$ cat src/rtl/core/wcg_pkg.sv
// ----------------------------------------------------------------------------
// wcg_pkg
// Shared types, widths and helpers of the window convolution with gain unit.
// ----------------------------------------------------------------------------
`default_nettype none

package wcg_pkg;

    // kernel geometry
    localparam int MAX_KERNEL_SIDE = 7;
    localparam int STORE_DEPTH     = MAX_KERNEL_SIDE * MAX_KERNEL_SIDE;
    localparam int ADDR_W          = $clog2(STORE_DEPTH);
    localparam int TOTAL_W         = $clog2(STORE_DEPTH + 1);
    localparam int SIDE_W          = $clog2(MAX_KERNEL_SIDE + 1);

    // field widths
    localparam int KIND_W     = 1;
    localparam int INDEX_W    = 6;
    localparam int COEF_W     = 20;
    localparam int SAMPLE_W   = 24;
    localparam int SIDE_REG_W = 3;
    localparam int GAIN_W     = 24;
    localparam int PROD_W     = SAMPLE_W + COEF_W;
    localparam int ACC_W      = 56;
    localparam int VALUE_W    = 32;

    // stream packing
    localparam int S_TDATA_W  = 56;
    localparam int M_TDATA_W  = 32;
    localparam int OFS_INDEX  = 0;
    localparam int OFS_COEF   = OFS_INDEX + INDEX_W;
    localparam int OFS_SAMPLE = OFS_COEF + COEF_W;
    localparam int OFS_UNDEF  = OFS_SAMPLE + SAMPLE_W;

    // configuration port
    localparam int CFG_INDEX_W = 2;
    localparam int CFG_DATA_W  = 24;

    localparam logic [SIDE_REG_W-1:0] ROWS_RESET    = 3'd3;
    localparam logic [SIDE_REG_W-1:0] COLUMNS_RESET = 3'd3;
    localparam logic [GAIN_W-1:0]     GAIN_RESET    = 24'd1048576;

    // front to back queue
    localparam int QUEUE_DEPTH = 4;
    localparam int QPTR_W      = $clog2(QUEUE_DEPTH);

    typedef enum logic [CFG_INDEX_W-1:0] {
        REG_KERNEL_ROWS    = 2'd0,
        REG_KERNEL_COLUMNS = 2'd1,
        REG_GAIN           = 2'd2
    } wcg_reg_t;

    typedef enum logic [KIND_W-1:0] {
        KIND_COEF   = 1'b0,
        KIND_SAMPLE = 1'b1
    } wcg_kind_t;

    // one classified item
    typedef struct packed {
        logic                       is_sample;
        logic [ADDR_W-1:0]          addr;
        logic signed [COEF_W-1:0]   coef;
        logic signed [SAMPLE_W-1:0] sample;
        logic                       mac_en;
        logic                       last;
        logic                       undef;
    } wcg_item_t;

    // finished window handed to the scaler
    typedef struct packed {
        logic                    start;
        logic signed [ACC_W-1:0] acc;
        logic                    undef;
    } wcg_scale_req_t;

    // odd side in use, clamped to the largest kernel
    function automatic logic [SIDE_W-1:0] side_in_use(input logic [SIDE_REG_W-1:0] v);
        logic [SIDE_REG_W:0] s;
        s = {1'b0, v | SIDE_REG_W'(1)};
        if (int'(s) > MAX_KERNEL_SIDE) begin
            return SIDE_W'(MAX_KERNEL_SIDE);
        end
        return SIDE_W'(s);
    endfunction

endpackage

`default_nettype wire

$ cat src/rtl/core/wcg_front.sv
// ----------------------------------------------------------------------------
// wcg_front
// Accepts input transactions, tracks window position and the undefined mark,
// and pushes classified items into the queue.
// ----------------------------------------------------------------------------
`default_nettype none

module wcg_front (
    input  wire logic                             aclk,
    input  wire logic                             aresetn,
    input  wire logic                             s_tvalid,
    output logic                                  s_tready,
    // coef_index, coef_value, sample, sample_undefined, zero fill
    input  wire logic [wcg_pkg::S_TDATA_W-1:0]    s_tdata,
    // kind
    input  wire logic [wcg_pkg::KIND_W-1:0]       s_tuser,
    input  wire logic [wcg_pkg::SIDE_REG_W-1:0]   kernel_rows,
    input  wire logic [wcg_pkg::SIDE_REG_W-1:0]   kernel_columns,
    input  wire logic                             q_full,
    output logic                                  q_push,
    output wcg_pkg::wcg_item_t                    q_item
);
    import wcg_pkg::*;

    logic [ADDR_W-1:0]          pos_reg, pos_next;
    logic                       undef_seen_reg, undef_seen_next;
    logic                       accept;
    logic                       is_sample;
    logic [INDEX_W-1:0]         coef_index;
    logic signed [COEF_W-1:0]   coef_value;
    logic signed [SAMPLE_W-1:0] sample;
    logic                       sample_undefined;
    logic [TOTAL_W-1:0]         total;
    logic [TOTAL_W-1:0]         pos_inc;
    logic                       last;
    logic                       seen_now;
    logic                       index_ok;

    // field unpacking
    assign coef_index       = s_tdata[OFS_INDEX +: INDEX_W];
    assign coef_value       = s_tdata[OFS_COEF +: COEF_W];
    assign sample           = s_tdata[OFS_SAMPLE +: SAMPLE_W];
    assign sample_undefined = s_tdata[OFS_UNDEF];
    assign is_sample        = (wcg_kind_t'(s_tuser) == KIND_SAMPLE);

    assign s_tready = !q_full;
    assign accept   = s_tvalid && s_tready;

    // window bookkeeping
    assign total    = TOTAL_W'(side_in_use(kernel_rows)) *
                      TOTAL_W'(side_in_use(kernel_columns));
    assign pos_inc  = TOTAL_W'(pos_reg) + TOTAL_W'(1);
    assign last     = (pos_inc >= total);
    assign seen_now = undef_seen_reg || sample_undefined;
    assign index_ok = (int'(coef_index) < STORE_DEPTH);

    always_comb begin
        pos_next        = pos_reg;
        undef_seen_next = undef_seen_reg;
        if (accept && is_sample) begin
            if (last) begin
                pos_next        = '0;
                undef_seen_next = 1'b0;
            end else begin
                pos_next        = ADDR_W'(pos_inc);
                undef_seen_next = seen_now;
            end
        end
    end

    always_ff @(posedge aclk) begin
        if (!aresetn) begin
            pos_reg        <= '0;
            undef_seen_reg <= 1'b0;
        end else begin
            pos_reg        <= pos_next;
            undef_seen_reg <= undef_seen_next;
        end
    end

    // classified item; loads beyond the store are dropped
    always_comb begin
        q_push           = accept && (is_sample || index_ok);
        q_item.is_sample = is_sample;
        q_item.addr      = is_sample ? pos_reg : ADDR_W'(coef_index);
        q_item.coef      = coef_value;
        q_item.sample    = sample;
        q_item.mac_en    = !seen_now;
        q_item.last      = last;
        q_item.undef     = seen_now;
    end

endmodule

`default_nettype wire

$ cat config.mk
export PLATFORM = sky130hd
export DESIGN_NAME = wcg_front
export DESIGN_NICKNAME = d
export VERILOG_FILES = /design/src/rtl/core/wcg_pkg.sv /design/src/rtl/core/wcg_front.sv
export SDC_FILE = /design/constraint.sdc
export NUM_CORES = 1
export LEC_CHECK = 0
export ABC_AREA = 0
export BUFFER_PORTS_ARGS = -buffer_cell sky130_fd_sc_hd__buf_2
export CAP_MARGIN = 20
export CELL_PAD_IN_SITES_DETAIL_PLACEMENT = 1
export CELL_PAD_IN_SITES_GLOBAL_PLACEMENT = 2
export CORE_ASPECT_RATIO = 0.7
export CORE_MARGIN = 2
export CORE_UTILIZATION = 15
export CTS_CLUSTER_SIZE = 16
export DETAILED_ROUTE_END_ITERATION = 8
export PLACE_DENSITY_LB_ADDON = 0.1
export SLEW_MARGIN = 20
export SYNTH_ARGS = -nofsm -noshare
export SYNTH_HDL_FRONTEND = slang
export SYNTH_SLANG_ARGS = --single-unit
$ cat constraint.sdc
create_clock -name aclk -period 2.5 [get_ports aclk]
set_clock_uncertainty 0.1 [all_clocks]
set_input_delay 0.125 -clock aclk [delete_from_list [all_inputs] [get_ports aclk]]
set_output_delay 0.125 -clock aclk [all_outputs]
set_load 0.02 [all_outputs]
==> flow_summary.ini <==
[clock_tree]
cts-root-buf = clkbuf_8
path_clk_slew_ns = 0.04
clk_path_buf_depth = 2
cts_htree_levels = 1
hold_buffers = 0
cts_buffers = 3
insertion_delay_ns = 0.24
clkSinkCount = 7
tritoncts = built

[placement]
dpl.cell_count = 216
dpl_cell_area_sq_mm = 0.00108
post-place-ws_ns = -0.296
gp_congestion = 0.670
dp.final_hpwl_microns = 2100
io_buffers = 27

[drt]
drt_pass1_iterations = 4
wl_microns = 2520
wl_per_cell_microns = 11.3
ant_nets = 0
vias = 793
drt_iter0_markers = 15
post_drt_via_cell_ratio = 3.56
drc = 0

[sta]
tightest_slew_ns = 0.477
fin_setup_tns_ns = -0.0191
hold_ws_ns = 0.0488
slew_violations = 0
period_needed_ns = 2.52
relSlewSlack = 0.682
setup_viol = 1
hold_viol_final = 0
max_freq_mhz = 397
rsz0062_at_grt = yes
worst_slack_ns = -0.0191
finalCritPeriodShare = 1.01

[setup_path]
path_cells = buf_8 -> ha_4 -> xor2_1 -> ha_1 -> nand2_2 -> fa_2 -> xor2_1 -> ha_1 -> a21o_1 -> a21oi_2 -> nand3_2 -> buf_6
rrSetupSlack_ns = 0.32
cp_top_family = adder cells
startpoint_type = primary input
slowest_delay_ns = 0.35
endpoint_kind = output port
cp_max_fo = 3
required_ns = 2.28
criticalPathCategory = primary input to output port
cpMaxStageDelayCell = fa_2
arrival_ns = 2.29
crit_buf_inv = 2

[finish]
fillers = 873
drive_gt1_frac = 0.488
mostFrequentLayoutCells = 24 x buf_2, 13 x buf_4, 10 x ha_1
diodes = 0
fin_cells = 223
layout_commonest_cell = buf_2
postLayoutCellArea_sq_mm = 0.00121
final_nets = 206
fin_util = 0.166
largest_reg_flops = 6
syn_to_final_growth_pct = 7.17

[floorplan]
die_area_sq_mm = 0.00828
ios = 123
die_y_microns = 76.7
fp.coreArea_sq_mm = 0.00732
fp-row-count = 26
dieWidth_microns = 108
start_util = 0.155

[power]
vdd.ir_drop.worst_v = 0.000148
power.leakage_nw = 0.578
fin_total_pwr_uw = 445
powerDensity_mw_per_mm2 = 367

[synth]
syn_nets = 212
yosysUniqueCellTypes = 32
ys_seq_area_frac = 0.124
synth_area_sq_mm = 0.00113
ys_seq_elements = 7
netlist_instances = 132
syn_area_per_cell_sq_um = 8.59
ys_warn_count = 0

[grt]
grt_max_degree = 10
grt_usage = 0.0636
antenna_found_initial = 0
grt_pass1_wl_microns = 4110
grt_pass1_vias = 803
overflow = 0

[status]
status = finished with violations
violations = negative setup slack

[flow_run]
maxCapViolCount = 0

[worst_hold_path]
worstHoldPathType = primary input to flip-flop
power breakdown:
part | internal, mW | total [mW] | switching, mW
combinational | 0.0775 | 0.156 | 0.0787
sequential | 0.115 | 0.119 | 0.00345
clock | 0.111 | 0.170 | 0.0592
total | 0.304 | 0.445 | 0.141
Yosys cell counts:
library cell / n / area (sq um)
mux2_2: 6 / 67.6
and4_1: 1 / 8.76
a21o_1: 2 / 15.0
nand3b_1: 1 / 7.51
buf_2: 1 / 5.00
o22ai_1: 1 / 6.26
a41oi_4: 1 / 27.5
a31o_2: 1 / 8.76
nor2b_2: 1 / 8.76
o21ba_1: 1 / 10.0
xnor2_1: 3 / 26.3
and2_1: 2 / 12.5
and3_1: 2 / 12.5
nand3_1: 4 / 20.0
dfxtp_1: 7 / 140
nand4b_1: 1 / 8.76
ha_1: 12 / 150
inv_1: 5 / 18.8
mux2i_1: 1 / 10.0
xor2_1: 7 / 61.3
nand4_1: 3 / 18.8
o21ai_1: 1 / 5.00
nor2_1: 7 / 26.3
nand2b_1: 1 / 6.26
fa_1: 1 / 20.0
and3b_1: 1 / 8.76
a21oi_1: 3 / 15.0
or4_1: 1 / 7.51
or2_2: 1 / 6.26
nand2_1: 3 / 11.3
buf_4: 48 / 360
buf_6: 2 / 22.5
area by class of cell:
cell class                 instances  area (sq um)  area share
inverter                           5          18.8      0.0154
timing repair buffer              40           255       0.210
tap                               98           123       0.101
clock buffer                       4          45.0      0.0371
multi-input combinational         69           633       0.521
sequential                         7           140       0.115
repair_timing:
action / CTS / global route
cloned: 0 / 0
gates resized for setup: 13 / 1
endpoints found under the setup margin: 7 / 7
pin swaps: 12 / 11
setup buffers: 2 / 1
cell families (layout without fill, tap and decap cells):
group,after synthesis,count (layout),share of synthesized area
AOI/OAI and AO/OA,10,10,0.0773
xor gates and xnor gates,10,10,0.0773
adders and majority gates,13,13,0.150
buffers and inverters,56,49,0.359
DFF,7,7,0.124
muxes,7,7,0.0684
and+or+nand+nor,29,29,0.145
path summary, 6_finish.rpt:
kind | start | end | depth (start not counted)
hold / removal | s_tdata[50] | undef_seen_reg | 3
setup reg to reg | pos_reg[0] | pos_reg[3] | 9
hold reg to reg | undef_seen_reg | undef_seen_reg | 2
setup / recovery | kernel_columns[1] | q_item[1] | 12
routing by layer:
metal / routed length [microns] / part of all wire / track usage / up-vias
met1: 1220 / 0.48 / 0.0897 / 365
met4: 93 / 0.037 / 0.0295 / 0
met2: 1010 / 0.40 / 0.0780 / 25
li1: - / - / - / 379
met3: 192 / 0.076 / 0.0315 / 24
met5: 0 / 0 / 0 / -
worst min-delay path, delay by kind of cell:
family / cells / cell delay, ns
buffers and inverters: 1 / 0.09
AND/OR/NAND/NOR: 1 / 0.08
AO/OA/AOI/OAI: 1 / 0.05
No activity file was read; power rests on OpenSTA's default activity.
