File: src/rtl/core/wcg_pkg.sv
// ----------------------------------------------------------------------------
// wcg_pkg
// Shared types, widths and helpers of the window convolution with gain unit.
// ----------------------------------------------------------------------------
`default_nettype none

package wcg_pkg;

    // kernel geometry
    localparam int MAX_KERNEL_SIDE = 7;
    localparam int STORE_DEPTH     = MAX_KERNEL_SIDE * MAX_KERNEL_SIDE;
    localparam int ADDR_W          = $clog2(STORE_DEPTH);
    localparam int TOTAL_W         = $clog2(STORE_DEPTH + 1);
    localparam int SIDE_W          = $clog2(MAX_KERNEL_SIDE + 1);

    // field widths
    localparam int KIND_W     = 1;
    localparam int INDEX_W    = 6;
    localparam int COEF_W     = 20;
    localparam int SAMPLE_W   = 24;
    localparam int SIDE_REG_W = 3;
    localparam int GAIN_W     = 24;
    localparam int PROD_W     = SAMPLE_W + COEF_W;
    localparam int ACC_W      = 56;
    localparam int VALUE_W    = 32;

    // stream packing
    localparam int S_TDATA_W  = 56;
    localparam int M_TDATA_W  = 32;
    localparam int OFS_INDEX  = 0;
    localparam int OFS_COEF   = OFS_INDEX + INDEX_W;
    localparam int OFS_SAMPLE = OFS_COEF + COEF_W;
    localparam int OFS_UNDEF  = OFS_SAMPLE + SAMPLE_W;

    // configuration port
    localparam int CFG_INDEX_W = 2;
    localparam int CFG_DATA_W  = 24;

    localparam logic [SIDE_REG_W-1:0] ROWS_RESET    = 3'd3;
    localparam logic [SIDE_REG_W-1:0] COLUMNS_RESET = 3'd3;
    localparam logic [GAIN_W-1:0]     GAIN_RESET    = 24'd1048576;

    // front to back queue
    localparam int QUEUE_DEPTH = 4;
    localparam int QPTR_W      = $clog2(QUEUE_DEPTH);

    typedef enum logic [CFG_INDEX_W-1:0] {
        REG_KERNEL_ROWS    = 2'd0,
        REG_KERNEL_COLUMNS = 2'd1,
        REG_GAIN           = 2'd2
    } wcg_reg_t;

    typedef enum logic [KIND_W-1:0] {
        KIND_COEF   = 1'b0,
        KIND_SAMPLE = 1'b1
    } wcg_kind_t;

    // one classified item
    typedef struct packed {
        logic                       is_sample;
        logic [ADDR_W-1:0]          addr;
        logic signed [COEF_W-1:0]   coef;
        logic signed [SAMPLE_W-1:0] sample;
        logic                       mac_en;
        logic                       last;
        logic                       undef;
    } wcg_item_t;

    // finished window handed to the scaler
    typedef struct packed {
        logic                    start;
        logic signed [ACC_W-1:0] acc;
        logic                    undef;
    } wcg_scale_req_t;

    // odd side in use, clamped to the largest kernel
    function automatic logic [SIDE_W-1:0] side_in_use(input logic [SIDE_REG_W-1:0] v);
        logic [SIDE_REG_W:0] s;
        s = {1'b0, v | SIDE_REG_W'(1)};
        if (int'(s) > MAX_KERNEL_SIDE) begin
            return SIDE_W'(MAX_KERNEL_SIDE);
        end
        return SIDE_W'(s);
    endfunction

endpackage

`default_nettype wire

File: src/rtl/core/wcg_back.sv
// ----------------------------------------------------------------------------
// wcg_back
// Coefficient store and multiply-accumulate pipeline: store read, product,
// accumulate, and hand-off of each finished window to the scaler.
// ----------------------------------------------------------------------------
`default_nettype none

module wcg_back (
    input  wire logic                  aclk,
    input  wire logic                  aresetn,
    input  wire logic                  q_valid,
    input  wire wcg_pkg::wcg_item_t    q_item,
    output logic                       q_pop,
    input  wire logic                  scale_ready,
    output wcg_pkg::wcg_scale_req_t    scale_req
);
    import wcg_pkg::*;

    logic signed [COEF_W-1:0]   coef_mem [STORE_DEPTH];

    logic                       s1_valid_reg;
    logic signed [COEF_W-1:0]   s1_coef_reg;
    logic signed [SAMPLE_W-1:0] s1_sample_reg;
    logic                       s1_mac_en_reg, s1_last_reg, s1_undef_reg;

    logic                       s2_valid_reg;
    logic signed [PROD_W-1:0]   s2_prod_reg;
    logic                       s2_mac_en_reg, s2_last_reg, s2_undef_reg;

    logic signed [ACC_W-1:0]    acc_reg, acc_next;
    logic                       adv;

    // the pipeline holds while a finished window waits for the scaler
    assign adv   = !(s2_valid_reg && s2_last_reg && !scale_ready);
    assign q_pop = q_valid && adv;

    assign acc_next = acc_reg + (s2_mac_en_reg ? ACC_W'(s2_prod_reg) : '0);

    always_comb begin
        scale_req.start = s2_valid_reg && s2_last_reg && adv;
        scale_req.acc   = acc_next;
        scale_req.undef = s2_undef_reg;
    end

    // coefficient store: load writes, sample reads
    always_ff @(posedge aclk) begin
        if (q_pop && !q_item.is_sample) begin
            coef_mem[q_item.addr] <= q_item.coef;
        end
        if (adv) begin
            s1_coef_reg <= coef_mem[q_item.addr];
        end
    end

    // pipeline control and accumulator
    always_ff @(posedge aclk) begin
        if (!aresetn) begin
            s1_valid_reg <= 1'b0;
            s2_valid_reg <= 1'b0;
            acc_reg      <= '0;
        end else if (adv) begin
            s1_valid_reg <= q_pop && q_item.is_sample;
            s2_valid_reg <= s1_valid_reg;
            if (s2_valid_reg) begin
                acc_reg <= s2_last_reg ? '0 : acc_next;
            end
        end
    end

    // pipeline payload
    always_ff @(posedge aclk) begin
        if (adv) begin
            s1_sample_reg <= q_item.sample;
            s1_mac_en_reg <= q_item.mac_en;
            s1_last_reg   <= q_item.last;
            s1_undef_reg  <= q_item.undef;
            s2_prod_reg   <= s1_sample_reg * s1_coef_reg;
            s2_mac_en_reg <= s1_mac_en_reg;
            s2_last_reg   <= s1_last_reg;
            s2_undef_reg  <= s1_undef_reg;
        end
    end

`ifndef NO_ASSERTIONS
    // a window hand-off leaves the accumulator cleared
    a_acc_cleared: assert property (@(posedge aclk) disable iff (!aresetn)
        scale_req.start |=> (acc_reg == '0))
        else $error("accumulator not cleared after window hand-off");

    // a stalled sample stays in the first stage
    a_s1_held: assert property (@(posedge aclk) disable iff (!aresetn)
        (s1_valid_reg && !adv) |=> s1_valid_reg)
        else $error("sample lost while back end stalled");
`endif

endmodule

`default_nettype wire

File: config.mk
export PLATFORM = sky130hd
export DESIGN_NAME = wcg_back
export DESIGN_NICKNAME = d
export VERILOG_FILES = /design/src/rtl/core/wcg_pkg.sv /design/src/rtl/core/wcg_back.sv
export SDC_FILE = /design/constraint.sdc
export NUM_CORES = 2
export LEC_CHECK = 0
export ABC_CLOCK_PERIOD_IN_PS = 7600
export BUFFER_PORTS_ARGS = -buffer_cell sky130_fd_sc_hd__buf_4
export CAP_MARGIN = 20
export CORE_MARGIN = 2
export CORE_UTILIZATION = 59
export CTS_BUF_LIST = sky130_fd_sc_hd__clkbuf_8
export CTS_CLUSTER_SIZE = 12
export DETAILED_ROUTE_END_ITERATION = 10
export PLACE_DENSITY = 0.79
export SYNTH_ARGS = -nofsm -noshare
export SYNTH_HDL_FRONTEND = slang
export SYNTH_SLANG_ARGS = --single-unit
export TNS_END_PERCENT = 1
File: constraint.sdc
create_clock -name aclk -period 7.6 [get_ports aclk]
set_clock_uncertainty 0.05 [all_clocks]
set_input_delay 1.52 -clock aclk [delete_from_list [all_inputs] [get_ports aclk]]
set_output_delay 1.52 -clock aclk [all_outputs]
set_load 0.01 [all_outputs]
==> impl_metrics.json <==
{
  "tritoncts_num_sinks": 1132,
  "grt_overflow_total": 0,
  "tightest_slew_ns": 0.976,
  "final_area_sq_mm": 0.0679,
  "vias_per_cell": 6.19,
  "final_cells": 6386,
  "worst_setup_path_start_kind": "register",
  "slew_viol_final": 0,
  "wl_per_cell_um": 24.2,
  "io_pins": 117,
  "cts_max_level": 4,
  "crit_family": "adder cells",
  "grt_use_total_pct": 29.2,
  "yosysSeqAreaShare_pct": 54.5,
  "hp-class": "reg -> reg",
  "antenna_found_initial": 3,
  "largest_reg_flops": 980,
  "ys_ff_latch": 1132,
  "drive_above_1_share_pct": 11.9,
  "num_rows": 118,
  "synth_flop_cell": "edfxtp_1",
  "placed_area_sq_mm": 0.0644,
  "drt_iter0_drc": 4605,
  "drcViolationCount": 0,
  "postCtsHoldBufs": 0,
  "busiest_layer": "met2",
  "die_y_um": 326,
  "final_nets": 5586,
  "hold_viol": 0,
  "port_buffers": 116,
  "period_needed_ns": 7.34,
  "grt_pass1_vias": 40917,
  "synth_edf_count": 1074,
  "die_w_um": 326,
  "crit_path_frequent_cell": "fa_1",
  "synth.net_count": 5382,
  "dp_cells": 6051,
  "area_delta_synth_final_pct": 10.7,
  "gp_congestion": 0.930,
  "status": "completed",
  "setup_viol": 0,
  "dp_hpwl_um": 99600,
  "cp.arrival_ns": 7.90,
  "slowest_delay_ns": 0.56,
  "cp_num_buf_inv": 6,
  "worstSkewPairLatency_ns": 0.87,
  "synthCells": 4661,
  "crit_required_ns": 8.16,
  "nFillCells": 7229,
  "initial_utilization_pct": 59.4,
  "crit_path_top_delay_cell": "fa_1",
  "async_reset_ff_share_pct": 0,
  "clk_pin_slew_ns": 0.06,
  "ys_types": 67,
  "tritoncts": "done",
  "syn_area_sq_mm": 0.0613,
  "die_area_sq_mm": 0.107,
  "worstSetupPathType": "reg -> reg",
  "syn_avg_cell_area_sq_um": 13.2,
  "grtUsageMet2_pct": 48.4,
  "grt_max_degree": 121,
  "drtPass1Iterations": 9,
  "use_met3_pct": 5.91,
  "grt_pass1_wl_um": 236000,
  "final_cell_mix": "1074 x edfxtp_1, 635 x inv_1, 493 x fa_1",
  "cts_buffers": 176,
  "yosys_warnings": 0,
  "clockBufferDepth": 3,
  "dr_total_vias": 39531,
  "final_common_cell": "edfxtp_1",
  "finalCritPeriodShare_pct": 96.6,
  "routed_wl_um": 155000,
  "cts_root_buf": "clkbuf_8",
  "cp_max_fo": 10,
  "relSlewSlack_pct": 34.9,
  "postRouteAntennaNets": 0,
  "maxCapViolations": 0,
  "crit_path_end_kind": "register",
  "grtUsageMet1_pct": 38.0,
  "max_freq_mhz": 136,
  "coreArea_sq_mm": 0.103
}
## logic make-up after synthesis
kind of cell             share of synthesized area (%)
buffers and inverters                             5.12
AND/OR/NAND/NOR                                   8.13
AO/OA/AOI/OAI                                     11.2
adder cells (fa/ha/maj)                           19.6
multiplexers                                    0.0184
flip-flops                                        54.5
XOR/XNOR                                          1.50
## cell usage after synthesis, drive strengths merged, types with 9 or more instances
master,instances,share of area [%]
a211oi,9,0.13
a21o,67,0.82
a21oi,122,1.0
a221oi,73,1.1
a22o,91,1.3
a22oi,379,4.6
a31oi,29,0.30
and2,294,3.0
and3,12,0.12
buf,40,0.25
clkbuf,218,1.3
dfxtp,58,1.9
edfxtp,1074,53
fa,493,16
ha,170,3.5
inv,576,3.5
nand2,284,1.7
nand2b,14,0.14
nand3,24,0.20
nand4,106,1.1
nor2,168,1.0
nor2b,25,0.25
nor3,16,0.13
o211ai,22,0.28
o21a,9,0.11
o21ai,84,0.69
o21bai,15,0.18
xnor2,76,1.1
xor2,29,0.41
## metal layers
| metal | wire length, um | share of wire [%] |
|---|---|---|
| met1 | 56800 | 37 |
| met2 | 75000 | 49 |
| met3 | 16600 | 11 |
| met4 | 6340 | 4.1 |
| met5 | 0 | 0 |
## final timing paths
| path | cells after the start | slack [ns] | from | end |
|---|---|---|---|---|
| worst min-delay path | 0 | 0.37 | s1_mac_en_reg$_DFFE_PN_ | s2_mac_en_reg$_DFFE_PN_ |
| worst max register to register | 25 | 0.26 | s1_coef_reg[2]$_DFFE_PN_ | s2_prod_reg[40]$_DFFE_PN_ |
| worst max-delay path | 25 | 0.26 | s1_coef_reg[2]$_DFFE_PN_ | s2_prod_reg[40]$_DFFE_PN_ |
| worst min register to register | 0 | 0.37 | s1_mac_en_reg$_DFFE_PN_ | s2_mac_en_reg$_DFFE_PN_ |
## what timing repair did
item | 4_1_cts | 5_1_grt
resized for setup | 0 | 7
setup endpoints to repair | 0 | 10
buffers inserted | 0 | 15
## layout make-up
cell class	count	area, sq um	share of cell area, %
Antenna cell	1	2.50	0.00368
Clock buffer	179	2460	3.63
Clock inverter	139	907	1.34
Inverter	577	2170	3.19
Multi-Input combinational cell	2694	25000	36.8
Sequential cell	1132	33400	49.2
Tap cell	1380	1730	2.54
Timing Repair Buffer	284	2230	3.29
## worst reg2reg max path, delay by kind of cell (launching register included)
family / cells / cell delay [ns]
compound gates: 8 / 2.04
buf+inv: 6 / 0.60
simple gates: 2 / 0.23
fa+ha+maj: 8 / 3.73
xor+xnor: 1 / 0.14
flops: 1 / 0.36
## per-stage QoR
stage / util, % / worst slack, ns / hold WS, ns / TNS (ns)
finish: 65.7 / 0.258 / 0.375 / 0
global route: 65.7 / -0.0121 / 0.377 / -0.0231
CTS: 65.5 / 0.0267 / 0.375 / 0
detailed placement: 62.3 / -0.0176 / 0.361 / -0.0176
global placement: 62.3 / 0.0991 / 0.352 / 0
floorplan: - / 0.424 / 0.350 / 0
Power is left out: the tool's default activity adds up to more than one toggle a clock period on the data nets, which glitch-free logic cannot reach.
