$ cat src/rtl/core/wcg_pkg.sv
// ----------------------------------------------------------------------------
// wcg_pkg
// Shared types, widths and helpers of the window convolution with gain unit.
// ----------------------------------------------------------------------------
`default_nettype none

package wcg_pkg;

    // kernel geometry
    localparam int MAX_KERNEL_SIDE = 7;
    localparam int STORE_DEPTH     = MAX_KERNEL_SIDE * MAX_KERNEL_SIDE;
    localparam int ADDR_W          = $clog2(STORE_DEPTH);
    localparam int TOTAL_W         = $clog2(STORE_DEPTH + 1);
    localparam int SIDE_W          = $clog2(MAX_KERNEL_SIDE + 1);

    // field widths
    localparam int KIND_W     = 1;
    localparam int INDEX_W    = 6;
    localparam int COEF_W     = 20;
    localparam int SAMPLE_W   = 24;
    localparam int SIDE_REG_W = 3;
    localparam int GAIN_W     = 24;
    localparam int PROD_W     = SAMPLE_W + COEF_W;
    localparam int ACC_W      = 56;
    localparam int VALUE_W    = 32;

    // stream packing
    localparam int S_TDATA_W  = 56;
    localparam int M_TDATA_W  = 32;
    localparam int OFS_INDEX  = 0;
    localparam int OFS_COEF   = OFS_INDEX + INDEX_W;
    localparam int OFS_SAMPLE = OFS_COEF + COEF_W;
    localparam int OFS_UNDEF  = OFS_SAMPLE + SAMPLE_W;

    // configuration port
    localparam int CFG_INDEX_W = 2;
    localparam int CFG_DATA_W  = 24;

    localparam logic [SIDE_REG_W-1:0] ROWS_RESET    = 3'd3;
    localparam logic [SIDE_REG_W-1:0] COLUMNS_RESET = 3'd3;
    localparam logic [GAIN_W-1:0]     GAIN_RESET    = 24'd1048576;

    // front to back queue
    localparam int QUEUE_DEPTH = 4;
    localparam int QPTR_W      = $clog2(QUEUE_DEPTH);

    typedef enum logic [CFG_INDEX_W-1:0] {
        REG_KERNEL_ROWS    = 2'd0,
        REG_KERNEL_COLUMNS = 2'd1,
        REG_GAIN           = 2'd2
    } wcg_reg_t;

    typedef enum logic [KIND_W-1:0] {
        KIND_COEF   = 1'b0,
        KIND_SAMPLE = 1'b1
    } wcg_kind_t;

    // one classified item
    typedef struct packed {
        logic                       is_sample;
        logic [ADDR_W-1:0]          addr;
        logic signed [COEF_W-1:0]   coef;
        logic signed [SAMPLE_W-1:0] sample;
        logic                       mac_en;
        logic                       last;
        logic                       undef;
    } wcg_item_t;

    // finished window handed to the scaler
    typedef struct packed {
        logic                    start;
        logic signed [ACC_W-1:0] acc;
        logic                    undef;
    } wcg_scale_req_t;

    // odd side in use, clamped to the largest kernel
    function automatic logic [SIDE_W-1:0] side_in_use(input logic [SIDE_REG_W-1:0] v);
        logic [SIDE_REG_W:0] s;
        s = {1'b0, v | SIDE_REG_W'(1)};
        if (int'(s) > MAX_KERNEL_SIDE) begin
            return SIDE_W'(MAX_KERNEL_SIDE);
        end
        return SIDE_W'(s);
    endfunction

endpackage

`default_nettype wire

$ cat src/rtl/core/wcg_queue.sv
// ----------------------------------------------------------------------------
// wcg_queue
// Short FIFO that decouples the front from the multiply-accumulate back end.
// ----------------------------------------------------------------------------
`default_nettype none

module wcg_queue (
    input  wire logic              aclk,
    input  wire logic              aresetn,
    input  wire logic              push,
    input  wire wcg_pkg::wcg_item_t push_item,
    output logic                   full,
    input  wire logic              pop,
    output logic                   valid,
    output wcg_pkg::wcg_item_t     head_item
);
    import wcg_pkg::*;

    wcg_item_t           entry_reg [QUEUE_DEPTH];
    logic [QPTR_W-1:0]   wr_ptr_reg, rd_ptr_reg;
    logic [QPTR_W:0]     count_reg, count_next;

    assign full      = (int'(count_reg) == QUEUE_DEPTH);
    assign valid     = (count_reg != '0);
    assign head_item = entry_reg[rd_ptr_reg];

    always_comb begin
        count_next = count_reg;
        if (push && !pop) begin
            count_next = count_reg + (QPTR_W + 1)'(1);
        end else if (pop && !push) begin
            count_next = count_reg - (QPTR_W + 1)'(1);
        end
    end

    // pointers and fill level
    always_ff @(posedge aclk) begin
        if (!aresetn) begin
            wr_ptr_reg <= '0;
            rd_ptr_reg <= '0;
            count_reg  <= '0;
        end else begin
            if (push) begin
                wr_ptr_reg <= wr_ptr_reg + QPTR_W'(1);
            end
            if (pop) begin
                rd_ptr_reg <= rd_ptr_reg + QPTR_W'(1);
            end
            count_reg <= count_next;
        end
    end

    // entry storage
    always_ff @(posedge aclk) begin
        if (push) begin
            entry_reg[wr_ptr_reg] <= push_item;
        end
    end

endmodule

`default_nettype wire

$ cat config.mk
export PLATFORM = sky130hd
export DESIGN_NAME = wcg_queue
export DESIGN_NICKNAME = d
export VERILOG_FILES = /design/src/rtl/core/wcg_pkg.sv /design/src/rtl/core/wcg_queue.sv
export SDC_FILE = /design/constraint.sdc
export NUM_CORES = 1
export LEC_CHECK = 0
export ABC_AREA = 1
export BUFFER_PORTS_ARGS = -buffer_cell sky130_fd_sc_hd__buf_2
export CORE_UTILIZATION = 35
export CTS_CLUSTER_SIZE = 40
export DETAILED_ROUTE_END_ITERATION = 6
export PLACE_DENSITY_LB_ADDON = 0.15
export SYNTH_ARGS = -nofsm -noshare
export SYNTH_HDL_FRONTEND = slang
export SYNTH_SLANG_ARGS = --single-unit
export TNS_END_PERCENT = 20
$ cat constraint.sdc
create_clock -name aclk -period 2.7 [get_ports aclk]
set_clock_uncertainty 0.15 [all_clocks]
set_input_delay 0.675 -clock aclk [delete_from_list [all_inputs] [get_ports aclk]]
set_output_delay 0.675 -clock aclk [all_outputs]
set_load 0.03 [all_outputs]
==> flow_metrics.env <==
export IMPL_run_status="complete, no violations"
export IMPL_die_width_microns=157
export IMPL_fp_coreArea_sq_um=23500
export IMPL_detail_route_vias_per_cell=4.89
export IMPL_post_synth_top_area_cell="sky130_fd_sc_hd__edfxtp_1"
export IMPL_max_slew_margin_rel=0.646
export IMPL_grt_antenna_before_repair=3
export IMPL_layout_cells_most_common="sky130_fd_sc_hd__edfxtp_1"
export IMPL_post_synth_top_area_fraction=0.769
export IMPL_crit_type="flip-flop to primary output"
export IMPL_vertical_die_dimension_microns=157
export IMPL_drt_first_pass_iters=6
export IMPL_avgRoutedWirePerCell_microns=17.9
export IMPL_holdBufCountCts=0
export IMPL_final_hold_violation_count=0
export IMPL_timing_final_crit_share=0.986
export IMPL_endpoint_kind="primary output"
export IMPL_cts_made_buffers=24
export IMPL_gp_routability_congestion=0.695
export IMPL_tritoncts="built"
export IMPL_length_in_cells_of_the_worst_reg_to_reg_path=5
export IMPL_design_final_nets=769
export IMPL_globalRouteTotalUtil=0.153
export IMPL_maxClockFrequency_ghz=0.376
export IMPL_synth_compound_area_share=0.110
export IMPL_synth_top_family_by_area="compound AO/OA/AOI/OAI gates"
export IMPL_path_buf_inv=2
export IMPL_synthToLayoutAreaGrowth_pct=20.7
export IMPL_largest_reg_flops=216
export IMPL_ys_types=20
export IMPL_synth_seq_area_share=0.791
export IMPL_critical_path_reg2reg_endpoint="entry_reg[2][10]$_DFFE_PP_"
export IMPL_comb_power_share=0.116
export IMPL_power_frac_seq=0.512
export IMPL_cp_slowest_cell="sky130_fd_sc_hd__dfxtp_4"
export IMPL_fraction_of_power_consumed_by_the_clock_network=0.372
export IMPL_drc_errors=0
export IMPL_final_max_slew_viol_count=0
export IMPL_critical_path_peak_fanout=42
export IMPL_power_internal_mw=5.93
export IMPL_drv_max_cap_violation_count=0
export IMPL_min_delay_worst_endpoint="entry_reg[2][48]$_DFFE_PP_"
export IMPL_synth_mux_area_fraction=0
export IMPL_dieArea_sq_um=24700
export IMPL_fin_area_sq_um=10200
export IMPL_highest_count_cells_in_the_layout_ignoring_fill_and_taps="216 x sky130_fd_sc_hd__edfxtp_1, 114 x sky130_fd_sc_hd__nor2_1, 102 x sky130_fd_sc_hd__buf_2, 99 x sky130_fd_sc_hd__o21ai_0, 53 x sky130_fd_sc_hd__o22ai_1"
export IMPL_ys_top_cells_by_area="sky130_fd_sc_hd__edfxtp_1 77%, sky130_fd_sc_hd__o21ai_0 5.9%, sky130_fd_sc_hd__nor2_1 5.1%"
export IMPL_timing_hold_worst_path_depth=1
export IMPL_grt_first_pass_wirelength_microns=28600
export IMPL_cp_required_ns=1.88
export IMPL_num_io_pins=114
export IMPL_cts_sinks=225
export IMPL_timing_hold_worst_start="push_item[48]"
export IMPL_place_port_buffers=113
export IMPL_first_global_vias=5252
export IMPL_critical_path_arrival_ns=1.84
export IMPL_grt_overflow=0
export IMPL_grt_start_max_net_pins=67
export IMPL_ir_worst_vdd_uv=459
export IMPL_post_synth_cell_area_avg_sq_um=14.5
export IMPL_route_layer_met1_wl_microns=7880
export IMPL_sw_frac_of_total=0.246
export IMPL_synthesis_area_sq_um=8430
export IMPL_tns_ns=0
export IMPL_hp_class="input pin to flip-flop"
export IMPL_synth_simple_gate_area_frac=0.0571
export IMPL_detailedRoute_firstIterationViolations=323
export IMPL_wire_length_reported_by_the_detailed_router_microns=18700
export IMPL_crit_chain="buf_8 > o21ai_0 > o22ai_1 > buf_2"
export IMPL_synthesis_yosys_warnings=0
export IMPL_rsz0062_at_grt="yes"
export IMPL_clock_insertion_delay_worst_skew_ns=0.50
export IMPL_starting_density=0.358
export IMPL_clock_path_buffers=3
export IMPL_worst_slew_pin_transition_ns=0.531
export IMPL_ant_nets=0
export IMPL_dr_max_layer_used="met5"
export IMPL_cp_start_kind="flip-flop"
export IMPL_placement_row_count=56
export IMPL_worst_setup_hold_path_clk_slew_ns=0.06
export IMPL_cell_pwr_density_nw_per_um2=773
export IMPL_critPathMaxStageDelay_ns=0.41
export IMPL_regToRegSetupSlack_ns=1.00
export IMPL_final_min_clock_period_ns=2.66
export IMPL_root_buffer="sky130_fd_sc_hd__clkbuf_16"
export IMPL_p_sw_mw=1.94
export IMPL_finalSetupViolations=0
export IMPL_route_vias_total=5103
export IMPL_synthesis_nets=645
export IMPL_wl_met3_microns=1280
export IMPL_leakagePower_nw=3.59
export IMPL_netlist_instances=581
export IMPL_rr_startpoint="wr_ptr_reg[0]$_SDFFE_PN0P_"
export IMPL_post_synth_xor_xnor_area=0
export IMPL_largest_delay_contributor_family_on_the_critical_path="buffers and inverters"
export IMPL_clock_tree_htree_level_count=1
export IMPL_ys_seq_elements=225
export IMPL_dp_hpwl_microns=10800
export IMPL_wl_met2_microns=9200
export IMPL_synthAdderAreaFrac=0.00980
export IMPL_placement_cell_area_sq_um=9400
export IMPL_layout_drive_gt1_share=0.238
Yosys cell counts:
cell                       number
sky130_fd_sc_hd__buf_6          4
sky130_fd_sc_hd__clkbuf_2       7
sky130_fd_sc_hd__dfxtp_1        9
sky130_fd_sc_hd__nor3_1         1
sky130_fd_sc_hd__fa_1           1
sky130_fd_sc_hd__inv_1         15
sky130_fd_sc_hd__buf_2         20
sky130_fd_sc_hd__o22ai_1       54
sky130_fd_sc_hd__inv_6          1
sky130_fd_sc_hd__edfxtp_1     216
sky130_fd_sc_hd__ha_1           5
sky130_fd_sc_hd__nand3_1        1
sky130_fd_sc_hd__nand4_1        1
sky130_fd_sc_hd__nor2_1       114
sky130_fd_sc_hd__nand2_1       10
sky130_fd_sc_hd__inv_2          1
sky130_fd_sc_hd__o21ai_1       15
sky130_fd_sc_hd__o21ai_0       99
sky130_fd_sc_hd__buf_4          3
sky130_fd_sc_hd__a21oi_1        4
metrics by stage:
step                      setup WS, ns  cells   util  hold slack, ns  power [mW]
after CTS                     -0.00873   1042  0.430           0.209        7.96
final                           0.0379   1044  0.432           0.234        7.87
after global placement           0.482    998  0.399           0.278        4.99
after detailed placement         0.462    998  0.399           0.286        5.01
after global routing           -0.0419   1042  0.432           0.214        8.16
after floorplan                  0.379    581      -           0.262        4.67
worst max-delay path by stage:
| stage | endpoint | cells past startpoint |
|---|---|---|
| 4_1_cts | head_item[44] | 5 |
| 6_report | head_item[24] | 4 |
| 5_1_grt | head_item[14] | 5 |
| 3_5_place_dp | head_item[24] | 4 |
| 2_1_floorplan | entry_reg[2][0]$_DFFE_PP_ | 2 |
| 3_3_place_gp | head_item[44] | 5 |
cell families after synthesis:
| group | after synthesis |
|---|---|
| fa+ha+maj | 6 |
| compound gates | 172 |
| flops | 225 |
| buf+inv | 51 |
| simple gates | 127 |
power groups by stage:
stage	Combinational [mW]	Clock, mW	Sequential (mW)
2_1_floorplan	0.579	0	4.09
3_3_place_gp	0.895	0	4.09
3_5_place_dp	0.909	0	4.10
4_1_cts	0.918	3.02	4.03
5_1_grt	1.00	3.13	4.04
6_report	0.914	2.93	4.03
what timing repair did:
item,CTS,global route
buffers inserted,0,0
setup endpoints to repair,13,24
resized for setup,6,16
per-layer routing:
layer  GRT usage  up-vias
met5           0        -
met4      0.0407        4
met3      0.0479       28
met2       0.267      101
met1       0.181     2542
li1            -     2428
final cells by class:
cell class | count | area [sq um]
clock inverters | 13 | 56.3
diodes | 2 | 5.00
multi-input cells | 305 | 1500
repair buffers | 132 | 828
fillers | 2167 | 13400
well taps | 319 | 399
inverters | 17 | 71.3
clock buffers | 31 | 648
flip-flops and latches | 225 | 6670
No activity file was read; power rests on OpenSTA's default activity.
