**config.mk**
```make
export PLATFORM = sky130hd
export DESIGN_NAME = wcg_scale
export DESIGN_NICKNAME = d
export VERILOG_FILES = /design/src/rtl/core/wcg_pkg.sv /design/src/rtl/core/wcg_scale.sv
export SDC_FILE = /design/constraint.sdc
export NUM_CORES = 2
export LEC_CHECK = 0
export ABC_AREA = 1
export BUFFER_PORTS_ARGS = -buffer_cell sky130_fd_sc_hd__buf_2
export CORE_MARGIN = 2
export CORE_UTILIZATION = 65
export CTS_BUF_LIST = sky130_fd_sc_hd__clkbuf_8
export DETAILED_ROUTE_END_ITERATION = 7
export PLACE_DENSITY_LB_ADDON = 0.12
export SYNTH_ARGS = -nofsm -noshare
export SYNTH_HDL_FRONTEND = slang
export SYNTH_SLANG_ARGS = --single-unit
```
**constraint.sdc**
```tcl
create_clock -name aclk -period 19.4 [get_ports aclk]
set_clock_uncertainty 0.1 [all_clocks]
set_input_delay 3.88 -clock aclk [delete_from_list [all_inputs] [get_ports aclk]]
set_output_delay 3.88 -clock aclk [all_outputs]
set_load 0.05 [all_outputs]
```
**src/rtl/core/wcg_pkg.sv**
```systemverilog
// ----------------------------------------------------------------------------
// wcg_pkg
// Shared types, widths and helpers of the window convolution with gain unit.
// ----------------------------------------------------------------------------
`default_nettype none

package wcg_pkg;

    // kernel geometry
    localparam int MAX_KERNEL_SIDE = 7;
    localparam int STORE_DEPTH     = MAX_KERNEL_SIDE * MAX_KERNEL_SIDE;
    localparam int ADDR_W          = $clog2(STORE_DEPTH);
    localparam int TOTAL_W         = $clog2(STORE_DEPTH + 1);
    localparam int SIDE_W          = $clog2(MAX_KERNEL_SIDE + 1);

    // field widths
    localparam int KIND_W     = 1;
    localparam int INDEX_W    = 6;
    localparam int COEF_W     = 20;
    localparam int SAMPLE_W   = 24;
    localparam int SIDE_REG_W = 3;
    localparam int GAIN_W     = 24;
    localparam int PROD_W     = SAMPLE_W + COEF_W;
    localparam int ACC_W      = 56;
    localparam int VALUE_W    = 32;

    // stream packing
    localparam int S_TDATA_W  = 56;
    localparam int M_TDATA_W  = 32;
    localparam int OFS_INDEX  = 0;
    localparam int OFS_COEF   = OFS_INDEX + INDEX_W;
    localparam int OFS_SAMPLE = OFS_COEF + COEF_W;
    localparam int OFS_UNDEF  = OFS_SAMPLE + SAMPLE_W;

    // configuration port
    localparam int CFG_INDEX_W = 2;
    localparam int CFG_DATA_W  = 24;

    localparam logic [SIDE_REG_W-1:0] ROWS_RESET    = 3'd3;
    localparam logic [SIDE_REG_W-1:0] COLUMNS_RESET = 3'd3;
    localparam logic [GAIN_W-1:0]     GAIN_RESET    = 24'd1048576;

    // front to back queue
    localparam int QUEUE_DEPTH = 4;
    localparam int QPTR_W      = $clog2(QUEUE_DEPTH);

    typedef enum logic [CFG_INDEX_W-1:0] {
        REG_KERNEL_ROWS    = 2'd0,
        REG_KERNEL_COLUMNS = 2'd1,
        REG_GAIN           = 2'd2
    } wcg_reg_t;

    typedef enum logic [KIND_W-1:0] {
        KIND_COEF   = 1'b0,
        KIND_SAMPLE = 1'b1
    } wcg_kind_t;

    // one classified item
    typedef struct packed {
        logic                       is_sample;
        logic [ADDR_W-1:0]          addr;
        logic signed [COEF_W-1:0]   coef;
        logic signed [SAMPLE_W-1:0] sample;
        logic                       mac_en;
        logic                       last;
        logic                       undef;
    } wcg_item_t;

    // finished window handed to the scaler
    typedef struct packed {
        logic                    start;
        logic signed [ACC_W-1:0] acc;
        logic                    undef;
    } wcg_scale_req_t;

    // odd side in use, clamped to the largest kernel
    function automatic logic [SIDE_W-1:0] side_in_use(input logic [SIDE_REG_W-1:0] v);
        logic [SIDE_REG_W:0] s;
        s = {1'b0, v | SIDE_REG_W'(1)};
        if (int'(s) > MAX_KERNEL_SIDE) begin
            return SIDE_W'(MAX_KERNEL_SIDE);
        end
        return SIDE_W'(s);
    endfunction

endpackage

`default_nettype wire

```
**src/rtl/core/wcg_scale.sv**
```systemverilog
// ----------------------------------------------------------------------------
// wcg_scale
// Multi-cycle gain scaler: magnitude, two partial products, rounding and
// saturation, then the output register of the result channel.
// ----------------------------------------------------------------------------
`default_nettype none

module wcg_scale (
    input  wire logic                          aclk,
    input  wire logic                          aresetn,
    input  wire wcg_pkg::wcg_scale_req_t       req,
    input  wire logic [wcg_pkg::GAIN_W-1:0]    gain,
    output logic                               ready,
    output logic                               m_tvalid,
    input  wire logic                          m_tready,
    // value
    output logic [wcg_pkg::M_TDATA_W-1:0]      m_tdata,
    // undefined
    output logic                               m_tuser
);
    import wcg_pkg::*;

    localparam int HI_W  = ACC_W - GAIN_W;
    localparam int HP_W  = HI_W + GAIN_W;
    localparam int LP_W  = 2 * GAIN_W;
    localparam int X_W   = HP_W + 1;
    localparam int Q_W   = X_W - 12;

    typedef enum logic [4:0] {
        S_IDLE = 5'b00001,
        S_MAG  = 5'b00010,
        S_HI   = 5'b00100,
        S_LO   = 5'b01000,
        S_SUM  = 5'b10000
    } state_t;

    state_t                  state_reg, state_next;
    logic signed [ACC_W-1:0] acc_reg;
    logic                    undef_reg;
    logic [ACC_W-1:0]        amag_reg;
    logic [GAIN_W-1:0]       gmag_reg;
    logic                    neg_reg;
    logic [HP_W-1:0]         hi_reg;
    logic [LP_W-1:0]         lo_reg;
    logic                    out_valid_reg;
    logic [VALUE_W-1:0]      out_value_reg;
    logic                    out_undef_reg;

    logic                    out_free;
    logic [LP_W:0]           lo_rnd;
    logic [X_W-1:0]          x;
    logic [Q_W-1:0]          q;
    logic                    q_big;
    logic [VALUE_W-1:0]      value_sat;

    assign ready    = (state_reg == S_IDLE);
    assign out_free = !out_valid_reg || m_tready;
    assign m_tvalid = out_valid_reg;
    assign m_tdata  = out_value_reg;
    assign m_tuser  = out_undef_reg;

    // rounding to nearest, ties away from zero, then saturation
    assign lo_rnd = {1'b0, lo_reg} + ((LP_W + 1)'(1) << 35);
    assign x      = {1'b0, hi_reg} + X_W'(lo_rnd[LP_W:24]);
    assign q      = x[X_W-1:12];
    assign q_big  = |q[Q_W-1:VALUE_W-1];

    always_comb begin
        if (neg_reg) begin
            value_sat = q_big ? {1'b1, {(VALUE_W - 1){1'b0}}}
                              : (VALUE_W'(0) - q[VALUE_W-1:0]);
        end else begin
            value_sat = q_big ? {1'b0, {(VALUE_W - 1){1'b1}}} : q[VALUE_W-1:0];
        end
    end

    // sequencer
    always_comb begin
        state_next = state_reg;
        case (state_reg)
            S_IDLE:  if (req.start) state_next = S_MAG;
            S_MAG:   state_next = S_HI;
            S_HI:    state_next = S_LO;
            S_LO:    state_next = S_SUM;
            S_SUM:   if (out_free) state_next = S_IDLE;
            default: state_next = S_IDLE;
        endcase
    end

    always_ff @(posedge aclk) begin
        if (!aresetn) begin
            state_reg     <= S_IDLE;
            out_valid_reg <= 1'b0;
        end else begin
            state_reg <= state_next;
            if (state_reg == S_SUM && out_free) begin
                out_valid_reg <= 1'b1;
            end else if (m_tready) begin
                out_valid_reg <= 1'b0;
            end
        end
    end

    // datapath
    always_ff @(posedge aclk) begin
        if (state_reg == S_IDLE && req.start) begin
            acc_reg   <= req.acc;
            undef_reg <= req.undef;
        end
        if (state_reg == S_MAG) begin
            amag_reg <= acc_reg[ACC_W-1] ? (~acc_reg + ACC_W'(1)) : acc_reg;
            gmag_reg <= gain[GAIN_W-1] ? (~gain + GAIN_W'(1)) : gain;
            neg_reg  <= acc_reg[ACC_W-1] != gain[GAIN_W-1];
        end
        if (state_reg == S_HI) begin
            hi_reg <= HP_W'(amag_reg[ACC_W-1:GAIN_W]) * HP_W'(gmag_reg);
        end
        if (state_reg == S_LO) begin
            lo_reg <= LP_W'(amag_reg[GAIN_W-1:0]) * LP_W'(gmag_reg);
        end
        if (state_reg == S_SUM && out_free) begin
            out_value_reg <= undef_reg ? '0 : value_sat;
            out_undef_reg <= undef_reg;
        end
    end

`ifndef NO_ASSERTIONS
    // new windows arrive only while the scaler is free
    a_start_idle: assert property (@(posedge aclk) disable iff (!aresetn)
        req.start |-> (state_reg == S_IDLE))
        else $error("window handed to busy scaler");

    // an undefined window carries a zero value
    a_undef_zero: assert property (@(posedge aclk) disable iff (!aresetn)
        (m_tvalid && m_tuser) |-> (m_tdata == '0))
        else $error("undefined result with nonzero value");

    // a result only appears from the final step
    a_out_from_sum: assert property (@(posedge aclk) disable iff (!aresetn)
        $rose(out_valid_reg) |-> $past(state_reg == S_SUM))
        else $error("result written outside the final step");
`endif

endmodule

`default_nettype wire

```
==> impl_metrics.tcl <==
set metrics [dict create \
    status "finished, final reports clean" \
    synth-seq-cells 257 \
    hold_violations 0 \
    clock_path_buffers 3 \
    synth.top_cells.by_area "fa_1, inv_1, nand2_1" \
    die_area_sq_um 93400 \
    synth.largest_area_cell "fa_1" \
    clock_latency_ns 0.66 \
    total_leakage_power_nw 35.7 \
    rsz0062_at_grt "no" \
    fin_crit_ns 7.93 \
    vdd_drop_max_uv 265 \
    synth_area_sq_um 59100 \
    multi_input_area_sq_um 41800 \
    max_cap_violations 0 \
    pre_cts_ws_ns 11.52 \
    drv_slew 0 \
    cts-resized-gates 0 \
    gp_congestion 0.956 \
    dp.cells 8668 \
    wl_per_cell_microns 18.2 \
    fin_ws_ns 11.47 \
    grt_pass1_vias 50000 \
    fillCellCount 7680 \
    slew_headroom 0.132 \
    portBuffers 119 \
    cts_tree "built" \
    ant_nets 0 \
    firstDrtPassIters 8 \
    worstSetupPathType "reg -> reg" \
    final_cells 8747 \
    synth_ff_type "edfxtp_1" \
    worst_pin_slew_ns 1.30 \
    die-width_microns 306 \
    clockRootBuffer "clkbuf_8" \
    cts_setup_buffers 0 \
    max_freq_mhz 126 \
    ioPinCount 120 \
    yosys-top-cells-count "inv_1, nand2_1, fa_1" \
    cts_inserted_buffers 46 \
    final_nets 9144 \
    synth_cells 7585 \
    yosysSeqAreaShare 0.129 \
    drive_gt1_frac 0.0382 \
    grt_max_degree 79 \
    async_flop_share 0 \
    drc 0 \
    crit_fanout 32 \
    syn_nets 9189 \
    grtUsageTotal 0.359 \
    finalPower_mw 10.1 \
    detailed_place_hpwl_microns 126000 \
    core_area_sq_um 90100 \
    area_growth_syn_to_layout_pct 3.93 \
    viasPerCell 5.40 \
    start_util 0.656 \
    synth_cell_types 53 \
    cts.sinks 257 \
    yosys_warnings 0 \
    clk_pin_slew_ns 0.06 \
    rows 110 \
    cp-end-kind "flop" \
    synth.avg_cell_area_sq_um 7.80 \
    grt_pass1_wl_microns 263000 \
    power_density_nw_per_um2 165 \
    die-height_microns 306 \
    period_share 0.409 \
    required_ns 19.73 \
    first_iter_violations 3859 \
    synth.most_common_cell "inv_1" \
    post-route-util 0.682 \
    fin_tns_setup_ns 0 \
    start_kind "flop" \
    routed_wl_microns 159000 \
    synth_edf_count 251 \
    hp-class "reg -> reg" \
    synth.top_cell.area_share 0.386 \
    antenna_found_initial 1 \
    grt_overflow 0 \
    crit_arrival_ns 8.25 \
    seqCellArea_sq_um 7660 \
    h-tree-depth 2 \
    setup_viol 0 \
    ctsHoldBuffers 0 \
    vias 47200 \
]
## routing by layer
layer / routed length [microns] / GRT usage / up-vias
met5: 0 / 0 / -
met4: 6080 / 0.124 / 0
met3: 16500 / 0.0806 / 382
met2: 71400 / 0.570 / 2242
met1: 65400 / 0.491 / 23000
li1: - / - / 21600
## power by group
part	total [mW]	internal, mW	switching (mW)
Clock	0.460	0.233	0.227
Sequential	1.02	0.990	0.0282
Combinational	8.63	3.05	5.58
## through the flow
| stage | area (sq um) | hold WS, ns |
|---|---|---|
| 2_1_floorplan | 59100 | 0.326 |
| 3_3_place_gp | 60600 | 0.371 |
| 3_5_place_dp | 60600 | 0.361 |
| 4_1_cts | 61500 | 0.375 |
| 5_1_grt | 61500 | 0.396 |
| 6_report | 61500 | 0.370 |
## cells in the final DEF (no fill, tap or decap), types with 40 or more instances in the layout
master / instances
xnor2_1: 62
o21ai_0: 118
nand3_1: 153
ha_1: 380
fa_1: 1139
buf_4: 62
xor2_1: 106
clkbuf_8: 49
edfxtp_1: 251
buf_2: 119
nor3_1: 40
a21oi_1: 162
nor2_1: 362
inv_1: 2289
nand2_1: 2035
## critical path, stage by stage (launching register included)
cell	delay, ns
edfxtp_1	1.14
buf_4	0.57
nand2_1	0.11
inv_1	0.13
fa_1	0.41
fa_1	0.51
inv_1	0.05
fa_1	0.45
fa_1	0.51
inv_1	0.05
fa_1	0.49
fa_1	0.49
inv_1	0.05
fa_1	0.47
inv_1	0.04
ha_1	0.34
a21oi_1	0.23
o21ai_0	0.14
a21oi_1	0.18
nand2_1	0.07
a21oi_1	0.38
o21ai_0	0.21
nand2_1	0.10
o211ai_1	0.18
a21oi_1	0.21
xnor2_1	0.08
## logic make-up after synthesis
group                    after synthesis  synth area share
flip-flops                           257             0.129
AND/OR/NAND/NOR                     2692             0.180
buffers and inverters               2569             0.163
AO/OA/AOI/OAI                        380            0.0360
adder cells (fa/ha/maj)             1519             0.466
XOR/XNOR                             168            0.0249
## path summary, 6_finish.rpt
kind | start | endpoint | slack, ns | cells past startpoint
worst min register to register | acc_reg[0]$_DFFE_PP_ | amag_reg[0]$_DFFE_PP_ | 0.37 | 0
worst min-delay path | acc_reg[0]$_DFFE_PP_ | amag_reg[0]$_DFFE_PP_ | 0.37 | 0
worst max register to register | gmag_reg[6]$_DFFE_PP_ | hi_reg[45]$_DFFE_PN_ | 11.47 | 25
worst max-delay path | gmag_reg[6]$_DFFE_PP_ | hi_reg[45]$_DFFE_PN_ | 11.47 | 25
## final cells by class
| cell class | count | share of cell area |
|---|---|---|
| multi-input combinational | 4759 | 0.681 |
| inverter | 2295 | 0.140 |
| sequential | 257 | 0.125 |
| tap | 1176 | 0.0239 |
| timing repair buffer | 181 | 0.0173 |
| clock buffer | 49 | 0.0110 |
| clock inverter | 29 | 0.00224 |
| antenna | 1 | 0.0000407 |
Power figures use the tool's default switching activity.
